<file path="config.mk">
export PLATFORM = sky130hd
export DESIGN_NAME = sm3_stream_hasher_unit
export DESIGN_NICKNAME = d
export VERILOG_FILES = /design/src/design/sm3_pkg.sv /design/src/design/sm3_datapath.sv /design/src/design/sm3_control.sv /design/src/design/sm3_stream_hasher_unit.sv
export SDC_FILE = /design/constraint.sdc
export NUM_CORES = 2
export LEC_CHECK = 0
export ABC_AREA = 1
export BUFFER_PORTS_ARGS = -buffer_cell sky130_fd_sc_hd__buf_4
export CAP_MARGIN = 20
export CORE_MARGIN = 4
export CORE_UTILIZATION = 60
export DETAILED_ROUTE_END_ITERATION = 8
export GPL_ROUTABILITY_DRIVEN = 1
export GPL_TIMING_DRIVEN = 0
export PLACE_DENSITY = 0.84
export SYNTH_ARGS = -nofsm -noshare
export SYNTH_HDL_FRONTEND = slang
export SYNTH_HIERARCHICAL = 1
export SYNTH_SLANG_ARGS = --single-unit
</file>
<file path="constraint.sdc">
create_clock -name clock -period 20.9 [get_ports clock]
set_input_delay 4.18 -clock clock [delete_from_list [all_inputs] [get_ports clock]]
set_output_delay 4.18 -clock clock [all_outputs]
set_load 0.05 [all_outputs]
</file>
<file path="src/design/sm3_pkg.sv">
package sm3_pkg;

   typedef struct packed {
      logic [7:0] msg_byte;
      logic       byte_present;
      logic       end_of_message;
   } req_type;

   typedef struct packed {
      logic [31:0] digest_word;
      logic [2:0]  word_index;
      logic        last_word;
   } rsp_type;

   typedef enum logic [3:0] {
      ST_IDLE,
      ST_CHECK,
      ST_RUN,
      ST_PAD,
      ST_SPLIT,
      ST_RUN_EXTRA,
      ST_LENGTH,
      ST_START,
      ST_RUN_LAST,
      ST_EMIT
   } state_type;

   typedef struct packed {
      logic absorb;
      logic start_compress;
      logic pad_first;
      logic pad_length;
      logic emit_next;
      logic reset_chain;
   } cmd_type;

   typedef struct packed {
      logic       compress_busy;
      logic       block_full;
      logic       block_last;
      logic       needs_extra;
      logic [2:0] emit_index;
   } status_type;

   localparam logic [255:0] SM3_IV = {
      32'h7380166f, 32'h4914b2b9, 32'h172442d7, 32'hda8a0600,
      32'ha96f30bc, 32'h163138aa, 32'he38dee4d, 32'hb0fb0e4e
   };
   localparam logic [31:0] T_LOW  = 32'h79cc4519;
   localparam logic [31:0] T_HIGH = 32'h7a879d8a;
   localparam logic [7:0]  PAD_BYTE = 8'h80;
   localparam int unsigned LEN_OFFSET = 56;

   function automatic logic [31:0] rotl(input logic [31:0] x, input logic [4:0] n);
      logic [63:0] d;
      d = {x, x} << n;
      return d[63:32];
   endfunction

   function automatic logic [31:0] perm0(input logic [31:0] x);
      return x ^ rotl(x, 5'd9) ^ rotl(x, 5'd17);
   endfunction

   function automatic logic [31:0] perm1(input logic [31:0] x);
      return x ^ rotl(x, 5'd15) ^ rotl(x, 5'd23);
   endfunction

endpackage

</file>
<file path="src/design/sm3_datapath.sv">
module sm3_datapath (
   input  logic               clock,
   input  logic               reset,
   input  sm3_pkg::req_type   req_payload,
   input  sm3_pkg::cmd_type   cmd,
   output sm3_pkg::status_type status,
   output sm3_pkg::rsp_type   rsp_payload
);
   import sm3_pkg::*;

   logic [31:0]  block_ff [16];
   logic [6:0]   fill_ff, fill_in;
   logic [60:0]  count_ff, count_in;
   logic [255:0] chain_ff, chain_in;
   logic [31:0]  w_ff [16];
   logic [255:0] work_ff, work_in;
   logic [5:0]   round_ff, round_in;
   logic         busy_ff, busy_in;
   logic [2:0]   emit_ff, emit_in;

   logic [31:0] a, b, c, d, e, f, g, h;
   logic [31:0] tj, a12, ss1, ss2, ff_v, gg_v, tt1, tt2, w_new;
   logic [5:0]  pos;
   logic [63:0] bits;

   assign pos  = fill_ff[5:0];
   assign bits = {count_ff, 3'b000};

   always_comb begin
      {a, b, c, d, e, f, g, h} = work_ff;
      tj   = (round_ff < 6'd16) ? T_LOW : T_HIGH;
      a12  = rotl(a, 5'd12);
      ss1  = rotl(a12 + e + rotl(tj, round_ff[4:0]), 5'd7);
      ss2  = ss1 ^ a12;
      if (round_ff < 6'd16) begin
         ff_v = a ^ b ^ c;
         gg_v = e ^ f ^ g;
      end else begin
         ff_v = (a & b) | (a & c) | (b & c);
         gg_v = (e & f) | (~e & g);
      end
      tt1   = ff_v + d + ss2 + (w_ff[0] ^ w_ff[4]);
      tt2   = gg_v + h + ss1 + w_ff[0];
      w_new = perm1(w_ff[0] ^ w_ff[7] ^ rotl(w_ff[13], 5'd15))
              ^ rotl(w_ff[3], 5'd7) ^ w_ff[10];
   end

   always_comb begin
      fill_in  = fill_ff;
      count_in = count_ff;
      chain_in = chain_ff;
      work_in  = work_ff;
      round_in = round_ff;
      busy_in  = busy_ff;
      emit_in  = emit_ff;
      if (cmd.absorb && req_payload.byte_present) begin
         fill_in  = fill_ff + 7'd1;
         count_in = count_ff + 61'd1;
      end
      if (cmd.start_compress) begin
         work_in  = chain_ff;
         round_in = '0;
         busy_in  = 1'b1;
         fill_in  = '0;
      end else if (busy_ff) begin
         work_in  = {tt1, a, rotl(b, 5'd9), c, perm0(tt2), e, rotl(f, 5'd19), g};
         round_in = round_ff + 6'd1;
         if (round_ff == 6'd63) begin
            busy_in  = 1'b0;
            chain_in = chain_ff ^ work_in;
         end
      end
      if (cmd.emit_next) begin
         emit_in = emit_ff + 3'd1;
      end
      if (cmd.reset_chain) begin
         chain_in = SM3_IV;
         fill_in  = '0;
         count_in = '0;
         emit_in  = '0;
      end
   end

   always_ff @(posedge clock) begin
      if (reset) begin
         fill_ff  <= '0;
         count_ff <= '0;
         chain_ff <= SM3_IV;
         busy_ff  <= 1'b0;
         emit_ff  <= '0;
      end else begin
         fill_ff  <= fill_in;
         count_ff <= count_in;
         chain_ff <= chain_in;
         busy_ff  <= busy_in;
         emit_ff  <= emit_in;
      end
      work_ff  <= work_in;
      round_ff <= round_in;
   end

   always_ff @(posedge clock) begin
      if (cmd.absorb && req_payload.byte_present) begin
         block_ff[pos[5:2]][{~pos[1:0], 3'b000} +: 8] <= req_payload.msg_byte;
      end
      if (cmd.pad_first) begin
         for (int j = 0; j < 16; j++) begin
            for (int k = 0; k < 4; k++) begin
               if (4 * j + k == int'(pos)) begin
                  block_ff[j][8 * (3 - k) +: 8] <= PAD_BYTE;
               end else if (4 * j + k > int'(pos)) begin
                  block_ff[j][8 * (3 - k) +: 8] <= 8'h00;
               end
            end
         end
      end
      if (cmd.pad_length) begin
         block_ff[14] <= bits[63:32];
         block_ff[15] <= bits[31:0];
         if (extra_ff) begin
            for (int j = 0; j < 14; j++) begin
               block_ff[j] <= 32'h0;
            end
         end
      end
   end

   always_ff @(posedge clock) begin
      if (cmd.start_compress) begin
         for (int j = 0; j < 16; j++) begin
            w_ff[j] <= block_ff[j];
         end
      end else if (busy_ff) begin
         for (int j = 0; j < 15; j++) begin
            w_ff[j] <= w_ff[j + 1];
         end
         w_ff[15] <= w_new;
      end
   end

   logic extra_ff, extra_in;
   assign extra_in = cmd.pad_first ? (pos >= 6'(LEN_OFFSET)) : extra_ff;
   always_ff @(posedge clock) begin
      extra_ff <= extra_in;
   end

   assign status.compress_busy = busy_ff;
   assign status.block_full    = (fill_ff == 7'd64);
   assign status.block_last    = (fill_ff == 7'd63);
   assign status.needs_extra   = extra_ff;
   assign status.emit_index    = emit_ff;

   assign rsp_payload.digest_word = chain_ff[32 * (7 - int'(emit_ff)) +: 32];
   assign rsp_payload.word_index  = emit_ff;
   assign rsp_payload.last_word   = (emit_ff == 3'd7);

endmodule

</file>
<file path="src/design/sm3_control.sv">
module sm3_control (
   input  logic                clock,
   input  logic                reset,
   input  logic                req_valid,
   output logic                req_stall,
   input  sm3_pkg::req_type    req_payload,
   output logic                rsp_valid,
   input  logic                rsp_stall,
   input  sm3_pkg::status_type status,
   output sm3_pkg::cmd_type    cmd
);
   import sm3_pkg::*;

   state_type state_ff, state_in;
   logic      end_ff, end_in;
   logic      accept;

   assign accept = req_valid && (state_ff == ST_IDLE);
   assign end_in = accept ? req_payload.end_of_message : end_ff;

   always_comb begin
      state_in = state_ff;
      unique case (state_ff)
         ST_IDLE: begin
            if (req_valid) begin
               if ((req_payload.byte_present && status.block_last) ||
                   req_payload.end_of_message) begin
                  state_in = ST_CHECK;
               end
            end
         end
         ST_CHECK: begin
            if (status.block_full) begin
               state_in = ST_RUN;
            end else if (end_ff) begin
               state_in = ST_PAD;
            end else begin
               state_in = ST_IDLE;
            end
         end
         ST_RUN: begin
            if (!status.compress_busy) begin
               state_in = end_ff ? ST_PAD : ST_IDLE;
            end
         end
         ST_PAD: begin
            state_in = ST_SPLIT;
         end
         ST_SPLIT: begin
            state_in = status.needs_extra ? ST_RUN_EXTRA : ST_LENGTH;
         end
         ST_RUN_EXTRA: begin
            if (!status.compress_busy) begin
               state_in = ST_LENGTH;
            end
         end
         ST_LENGTH: begin
            state_in = ST_START;
         end
         ST_START: begin
            state_in = ST_RUN_LAST;
         end
         ST_RUN_LAST: begin
            if (!status.compress_busy) begin
               state_in = ST_EMIT;
            end
         end
         ST_EMIT: begin
            if (!rsp_stall && status.emit_index == 3'd7) begin
               state_in = ST_IDLE;
            end
         end
         default: state_in = ST_IDLE;
      endcase
   end

   always_comb begin
      cmd       = '0;
      req_stall = 1'b1;
      rsp_valid = 1'b0;
      unique case (state_ff)
         ST_IDLE: begin
            req_stall  = 1'b0;
            cmd.absorb = req_valid;
         end
         ST_CHECK: begin
            cmd.start_compress = status.block_full;
         end
         ST_PAD: begin
            cmd.pad_first = 1'b1;
         end
         ST_SPLIT: begin
            cmd.start_compress = status.needs_extra;
         end
         ST_LENGTH: begin
            cmd.pad_length = 1'b1;
         end
         ST_START: begin
            cmd.start_compress = 1'b1;
         end
         ST_EMIT: begin
            rsp_valid       = 1'b1;
            cmd.emit_next   = !rsp_stall;
            cmd.reset_chain = !rsp_stall && status.emit_index == 3'd7;
         end
         default: ;
      endcase
   end

   always_ff @(posedge clock) begin
      if (reset) begin
         state_ff <= ST_IDLE;
         end_ff   <= 1'b0;
      end else begin
         state_ff <= state_in;
         end_ff   <= end_in;
      end
   end

endmodule

</file>
<file path="src/design/sm3_stream_hasher_unit.sv">
// SM3 byte-stream hasher. At most one message byte is taken per beat, and
// every 64th byte starts a compression of 64 rounds at one round per cycle,
// during which further input is stalled. An end beat adds padding and one or
// two more compressions, then the digest leaves as eight beats, most
// significant word first, after which the chaining value returns to the
// initial vector.
module sm3_stream_hasher_unit (
   input  logic             clock,
   input  logic             reset,
   input  logic             req_valid,
   output logic             req_stall,
   input  sm3_pkg::req_type req_payload,
   output logic             rsp_valid,
   input  logic             rsp_stall,
   output sm3_pkg::rsp_type rsp_payload
);
   import sm3_pkg::*;

   cmd_type    cmd;
   status_type status;

   sm3_control u_control (
      .clock       (clock),
      .reset       (reset),
      .req_valid   (req_valid),
      .req_stall   (req_stall),
      .req_payload (req_payload),
      .rsp_valid   (rsp_valid),
      .rsp_stall   (rsp_stall),
      .status      (status),
      .cmd         (cmd)
   );

   sm3_datapath u_datapath (
      .clock       (clock),
      .reset       (reset),
      .req_payload (req_payload),
      .cmd         (cmd),
      .status      (status),
      .rsp_payload (rsp_payload)
   );

endmodule

</file>
## Word-level counts from Yosys, hierarchy flattened

Memories as Yosys holds them, arrays and structs flattened.
Cells that the tools add are included.
W data, S select, Z words.

- Flip-flop bits (word level): 596
- RAM bits: 1024
- Input bits: 14
- Output and inout bits: 38
- Logic and storage cells: 987
- Memories: 2

- Add/subtract/negate cells: 14
- Magnitude comparators: 65
- Equality and inequality tests: 82
- Shifts and indexed selects: 4
- Muxes and demuxes: 627
- Bitwise operators: 169
- Reductions and logical operators: 14

Memories:

| memory | depth | width | read ports | clocked after Yosys merged registers in | write ports | line | text |
|---|---|---|---|---|---|---|---|
| u_datapath.block_ff | 16 | 32 | 16 | 0 | 16 | sm3_datapath.sv:11 | `logic [31:0] block_ff [16];` |
| u_datapath.w_ff | 16 | 32 | 16 | 0 | 16 | sm3_datapath.sv:15 | `logic [31:0] w_ff [16];` |

Operator list:

| cell | count |
|---|---|
| $mux W8 | 127 |
| $mux W32 | 21 |
| $mux W256 | 2 |
| $mux W1 | 463 |
| $xor A32 B32 Y32 | 14 |
| $add A32 B32 Y32 | 8 |
| $shiftx A256 B32 Y32 | 1 |
| $xor A256 B256 Y256 | 1 |
| $eq A6 B6 Y1 const A | 32 |
| $gt A6 B6 Y1 const A | 32 |
| $and A32 B32 Y32 | 5 |
| $or A1 B1 Y1 | 143 |
| $eq A5 B6 Y1 const A | 16 |
| $gt A5 B6 Y1 const A | 16 |
| $or A32 B32 Y32 | 3 |
| $shl A64 B5 Y64 | 1 |
| $add A61 B1 Y61 const B | 1 |
| $eq A4 B6 Y1 const A | 8 |
| $gt A4 B6 Y1 const A | 8 |
| $pmux W4 S10 | 1 |
| $mux W4 | 8 |
| $not A32 Y32 | 1 |
| $reduce_or A32 Y1 | 1 |
| $shift A8 B7 Y32 const A | 1 |
| 39 further kinds | 61 |

## Logic depth before layout (Yosys ltp)

- Depth after elaboration: 11
- Gate-level depth with buffers: 52
- Mapped depth without buffers: 51

## Hierarchy

Netlist, hierarchy kept.

Modules (own cells, without submodules):

| module | instances | cells each | area each (µm²) | seq. area each (µm²) |
|---|---|---|---|---|
| sm3_datapath | 1 | 10438 | 84675.0 | 40639.0 |
| sm3_control | 1 | 84 | 474.2 | 100.1 |

## Least setup slack after synthesis

OpenSTA, ideal clock, no wires.

- Path type: reg-to-reg
- Start point: reg u_datapath.fill_ff[0]
- End point: reg u_datapath.round_ff[0]
- Library setup time: 0.769 ns
- Arrival time: 17.208 ns
- Required time: 20.131 ns
- Setup slack: 2.923 ns
- Stages on the path, launching flop included: 13
- Buffers on the path: 3
- Period minus slack after synthesis: 17.977 ns
- Path through: dfxtp_1 inv_1 buf_2 ha_1 nand2_1 nor2_1 nand3_1 o211ai_1 clkbuf_1 clkbuf_1 nor2_1 inv_1 o21ai_0

RTL lines:

| item | line | text |
|---|---|---|
| start: declaration | sm3_datapath.sv:12 | `logic [6:0] fill_ff, fill_in;` |
| start signal: assignment | sm3_datapath.sv:92 | `fill_ff <= fill_in;` |
| end signal: assignment | sm3_datapath.sv:99 | `round_ff <= round_in;` |
| end: declaration | sm3_datapath.sv:17 | `logic [5:0] round_ff, round_in;` |

## Worst setup path in the final report

- Start point: reg u_datapath.round_ff[4]
- End point: reg u_datapath.work_ff[254], data pin

- Word-level cells in the longest chain between the ends: 9
- Elaborated cells on any way between the ends: 11
- Those cells by class: add/sub: 4; order compare: 1; shift: 1; mux: 4; bitwise: 1

Ends and longest elaborated chain:

| item | line | text |
|---|---|---|
| $lt A6 B5 Y1 | sm3_datapath.sv:31, sm3_datapath.sv:35 |  |
| $mux W26 | sm3_datapath.sv:31 | `tj = (round_ff < 6'd16) ? T_LOW : T_HIGH;` |
| $shl A64 B5 Y64 | sm3_pkg.sv:56 | `d = {x, x} << n;` |
| $add A32 B32 Y32 | sm3_datapath.sv:33 | `ss1 = rotl(a12 + e + rotl(tj, round_ff[4:0]), 5'd7);` |
| $xor A32 B32 Y32 | sm3_datapath.sv:34 | `ss2 = ss1 ^ a12;` |
| $add A32 B32 Y32 (*) (2 in a row) | sm3_datapath.sv:42 | `tt1 = ff_v + d + ss2 + (w_ff[0] ^ w_ff[4]);` |
| $mux W256 (*) | sm3_datapath.sv:65 | `end else if (busy_ff) begin` |
| $mux W256 (*) | sm3_datapath.sv:60 | `if (cmd.start_compress) begin` |
| net u_datapath.work_in[254] | sm3_datapath.sv:16 | `logic [255:0] work_ff, work_in;` |
| end signal: assignment | sm3_datapath.sv:98 | `work_ff <= work_in;` |
| end: declaration | sm3_datapath.sv:16 |  |

Mark *: on every way through the listed nets, which the timed path passes. The rest lies on a longest branch. The select of a mux whose other input is x is not followed.
A chain may end at the register's enable or synchronous reset.

==> metrics.txt <==
# TYPE chip_impl_metric gauge
chip_impl_info{name="status",value="finished with violations"} 1
chip_impl_info{name="violations",value="DRC, slew limit"} 1
chip_impl_metric{name="cp_slowest_stage_delay",unit="ns"} 0.87
chip_impl_metric{name="final_cycle_utilization_of_the_critical_path",unit="%"} 48.5
chip_impl_metric{name="clock_insertion_delay_worst_skew",unit="ns"} 0.86
chip_impl_metric{name="die_h",unit="µm"} 385
chip_impl_metric{name="detailedPlacementHpwl",unit="mm"} 309
chip_impl_metric{name="finalNetCount",unit=""} 11100
chip_impl_info{name="worstHoldPathType",value="reg -> reg"} 1
chip_impl_metric{name="globalRoute.totalOverflow",unit=""} 0
chip_impl_metric{name="rows",unit=""} 137
chip_impl_info{name="synth.largest_area_cell",value="sky130_fd_sc_hd__edfxtp_1"} 1
chip_impl_metric{name="avgRoutedWirePerCell",unit="µm"} 31.2
chip_impl_metric{name="cts_repair_resize_count",unit=""} 0
chip_impl_info{name="worst_path_most_repeated_cell",value="sky130_fd_sc_hd__nand2_1"} 1
chip_impl_metric{name="yosys.area.top_type_share",unit="%"} 29.3
chip_impl_metric{name="h-tree-depth",unit=""} 4
chip_impl_metric{name="cts.clk_slew.worst_paths",unit="ns"} 0.06
chip_impl_metric{name="dpl.cell_count",unit=""} 12500
chip_impl_metric{name="drt_pass_1_iters",unit=""} 9
chip_impl_metric{name="synth_fp_nets",unit=""} 10800
chip_impl_metric{name="place.gp.congestion",unit=""} 1.14
chip_impl_info{name="rsz0062_at_grt",value="false"} 1
chip_impl_metric{name="maxCapViolCount",unit=""} 0
chip_impl_metric{name="finalWirelength",unit="mm"} 400
chip_impl_metric{name="synth_enable_flop_cells",unit=""} 830
chip_impl_metric{name="initial_core_util",unit="%"} 60.7
chip_impl_metric{name="wire_length_of_the_first_global_routing_pass",unit="mm"} 553
chip_impl_metric{name="finalClockSkew",unit="ns"} 0.0825
chip_impl_metric{name="cp_data_arrival_time",unit="ns"} 10.65
chip_impl_info{name="cts_tree",value="done"} 1
chip_impl_info{name="cell_types_with_the_largest_area_share_after_synthesis",value="sky130_fd_sc_hd__edfxtp_1 29%, sky130_fd_sc_hd__dfxtp_1 19%, sky130_fd_sc_hd__nand2_1 14%"} 1
chip_impl_info{name="slowest_stage",value="sky130_fd_sc_hd__xor2_1"} 1
chip_impl_metric{name="number_of_placed_i_o_pins",unit=""} 52
chip_impl_metric{name="hold_violations_final",unit=""} 0
chip_impl_info{name="critical_path.startpoint_type",value="flip-flop"} 1
chip_impl_metric{name="yosysSeqAreaShare",unit="%"} 47.8
chip_impl_metric{name="synth-seq-cells",unit=""} 1620
chip_impl_metric{name="initialDrtViolationCount",unit=""} 14900
chip_impl_metric{name="global_route.usage.total",unit="%"} 53.1
chip_impl_metric{name="synth.avg_cell_area",unit="µm²"} 8.09
chip_impl_info{name="dominant_synthesized_flop_cell",value="sky130_fd_sc_hd__edfxtp_1"} 1
chip_impl_info{name="end_kind",value="flip-flop"} 1
chip_impl_info{name="synth_most_common_cell",value="sky130_fd_sc_hd__nand2_1"} 1
chip_impl_metric{name="fill_cells",unit=""} 11200
chip_impl_metric{name="synth_warnings",unit=""} 6
chip_impl_metric{name="number_of_buffers_added_by_the_clock_tree_synthesis_step",unit=""} 170
chip_impl_metric{name="grt_antenna_before_repair",unit=""} 29
chip_impl_metric{name="synthArstFlopShare",unit="%"} 0
chip_impl_metric{name="cts.repair_timing.setup_buffer_count",unit=""} 0
chip_impl_metric{name="final_antenna_net_count",unit=""} 0
chip_impl_info{name="synth_cell_count_leaders",value="3168 x sky130_fd_sc_hd__nand2_1, 1188 x sky130_fd_sc_hd__inv_1, 926 x sky130_fd_sc_hd__o21ai_0, 830 x sky130_fd_sc_hd__edfxtp_1, 790 x sky130_fd_sc_hd__dfxtp_1"} 1
chip_impl_metric{name="setup_tns",unit="ns"} 0
chip_impl_metric{name="syn2layout_area_growth",unit="%"} 11.2
chip_impl_metric{name="holdBufCountCts",unit=""} 0
chip_impl_metric{name="share_of_final_layout_standard_cells_stronger_than_drive_strength_1",unit="%"} 5.46
chip_impl_metric{name="drv_slew",unit=""} 1
chip_impl_metric{name="die_area",unit="µm²"} 148000
chip_impl_metric{name="total_vias_in_the_final_route",unit=""} 83200
chip_impl_metric{name="netlist_instances",unit=""} 10500
chip_impl_info{name="worst-setup-path-type",value="reg -> reg"} 1
chip_impl_metric{name="min_period",unit="ns"} 10.14
chip_impl_metric{name="chipWidth",unit="µm"} 385
chip_impl_metric{name="clockBufferDepth",unit=""} 3
chip_impl_metric{name="path_max_fanout",unit=""} 11
chip_impl_metric{name="first_global_vias",unit=""} 77000
chip_impl_metric{name="grt_start_max_net_pins",unit=""} 128
chip_impl_metric{name="finish.cell_count_without_fillers",unit=""} 12800
chip_impl_metric{name="netlist_area",unit="µm²"} 85100
chip_impl_metric{name="drc_errors",unit=""} 16
chip_impl_metric{name="synth.lib_cells_used.distinct",unit=""} 61
chip_impl_metric{name="worst-endpoint-required",unit="ns"} 21.41
chip_impl_metric{name="cts_num_sinks",unit=""} 1620
chip_impl_metric{name="fmax",unit="MHz"} 98.6
chip_impl_metric{name="avgViaCountPerCell",unit=""} 6.47
chip_impl_metric{name="core_area",unit="µm²"} 140000
chip_impl_metric{name="finalSetupViolCount",unit=""} 0
chip_impl_info{name="cts.root.buffer_cell",value="sky130_fd_sc_hd__clkbuf_16"} 1
chip_impl_metric{name="measured_slew_at_the_worst_slew_check_pin",unit="ns"} 1.58
chip_impl_metric{name="io_buffers",unit=""} 51
chip_impl_metric{name="slew-limit-headroom",unit="%"} -5.55
-- final timing paths --
| check | start | to | slack [ns] | cells past startpoint |
|---|---|---|---|---|
| min reg2reg | u_datapath/block_ff[7][13]$_SDFFE_PP0P_ | u_datapath/block_ff[7][13]$_SDFFE_PP0P_ | 0.45 | 2 |
| max | u_datapath/round_ff[4]$_SDFFE_PP0P_ | u_datapath/work_ff[254]$_DFFE_PP_ | 10.76 | 39 |
| min | u_datapath/block_ff[7][13]$_SDFFE_PP0P_ | u_datapath/block_ff[7][13]$_SDFFE_PP0P_ | 0.45 | 2 |
| max reg2reg | u_datapath/round_ff[4]$_SDFFE_PP0P_ | u_datapath/work_ff[254]$_DFFE_PP_ | 10.76 | 39 |
-- sequential cells by signal, summed over array words and instances (netlist names), 3 cells and up --
| register | cells |
|---|---|
| u_control/state_ff | 4 |
| u_datapath/round_ff | 6 |
| u_datapath/w_ff | 512 |
| u_datapath/block_ff | 512 |
| u_datapath/emit_ff | 3 |
| u_datapath/count_ff | 61 |
| u_datapath/chain_ff | 256 |
| u_datapath/work_ff | 256 |
| u_datapath/fill_ff | 7 |
-- per-stage QoR --
| step | utilization (%) | area [µm²] | hold WS (ns) | worst slack (ns) |
|---|---|---|---|---|
| 6_report | 67.6 | 94700 | 0.447 | 10.76 |
| 3_3_place_gp | 62.7 | 87900 | 0.432 | -7.82 |
| 3_5_place_dp | 63.3 | 88700 | 0.436 | 11.34 |
| 5_1_grt | 67.5 | 94700 | 0.476 | 10.67 |
| 2_1_floorplan | - | 85100 | 0.424 | 2.92 |
| 4_1_cts | 67.4 | 94500 | 0.448 | 11.29 |
-- cells by family after synthesis --
family,synth area share (%)
DFF,47.8
adders and majority gates,5.99
muxes,0.411
AOI/OAI and AO/OA,12.4
buffers and inverters,7.40
and+or+nand+nor,22.0
xor gates and xnor gates,3.89
-- critical path, delay by kind of cell (launching register included) --
kind,cells,cell delay (ns)
buffers and inverters,5,0.46
adder cells (fa/ha/maj),7,2.90
AND/OR/NAND/NOR,16,2.48
flip-flops,1,0.29
AO/OA/AOI/OAI,10,2.83
XOR/XNOR,1,0.87
-- per-layer routing --
layer	global-route usage (%)	up-vias	part of all wire, %	wire length [µm]
met5	1.29	-	0.11	422
met1	59.6	38400	31	124000
met4	56.7	26	14	56800
met3	19.1	2248	15	59600
met2	74.9	7436	40	159000
li1	-	35000	-	-
-- layout make-up --
cell class              instances  area, µm²  area share [%]
flip-flops and latches       1620      40700            43.0
multi-input cells            7250      38100            40.3
clock buffers                 236       4740            5.01
inverters                    1230       4630            4.88
well taps                    1876       2350            2.48
plain buffers                 422       1690            1.78
repair buffers                115       1370            1.45
clock inverters                83       1020            1.08
diodes                         16       40.0          0.0423
-- cells in the final DEF (no fill, tap or decap), drive strengths merged, types with 54 or more instances in the layout --
cell and instances:
a211oi 57, a21oi 743, a31oi 54, buf 199, clkbuf 574, clkinv 72, dfxtp 790, edfxtp 830
fa 188, ha 107, inv 1222, nand2 3180, nand3 586, nand4 54, nor2 544, nor3 63
o21ai 940, xnor2 76, xor2 288
Power is left out: the tool's default activity adds up to more than one toggle a clock period on the data nets, which glitch-free logic cannot reach.
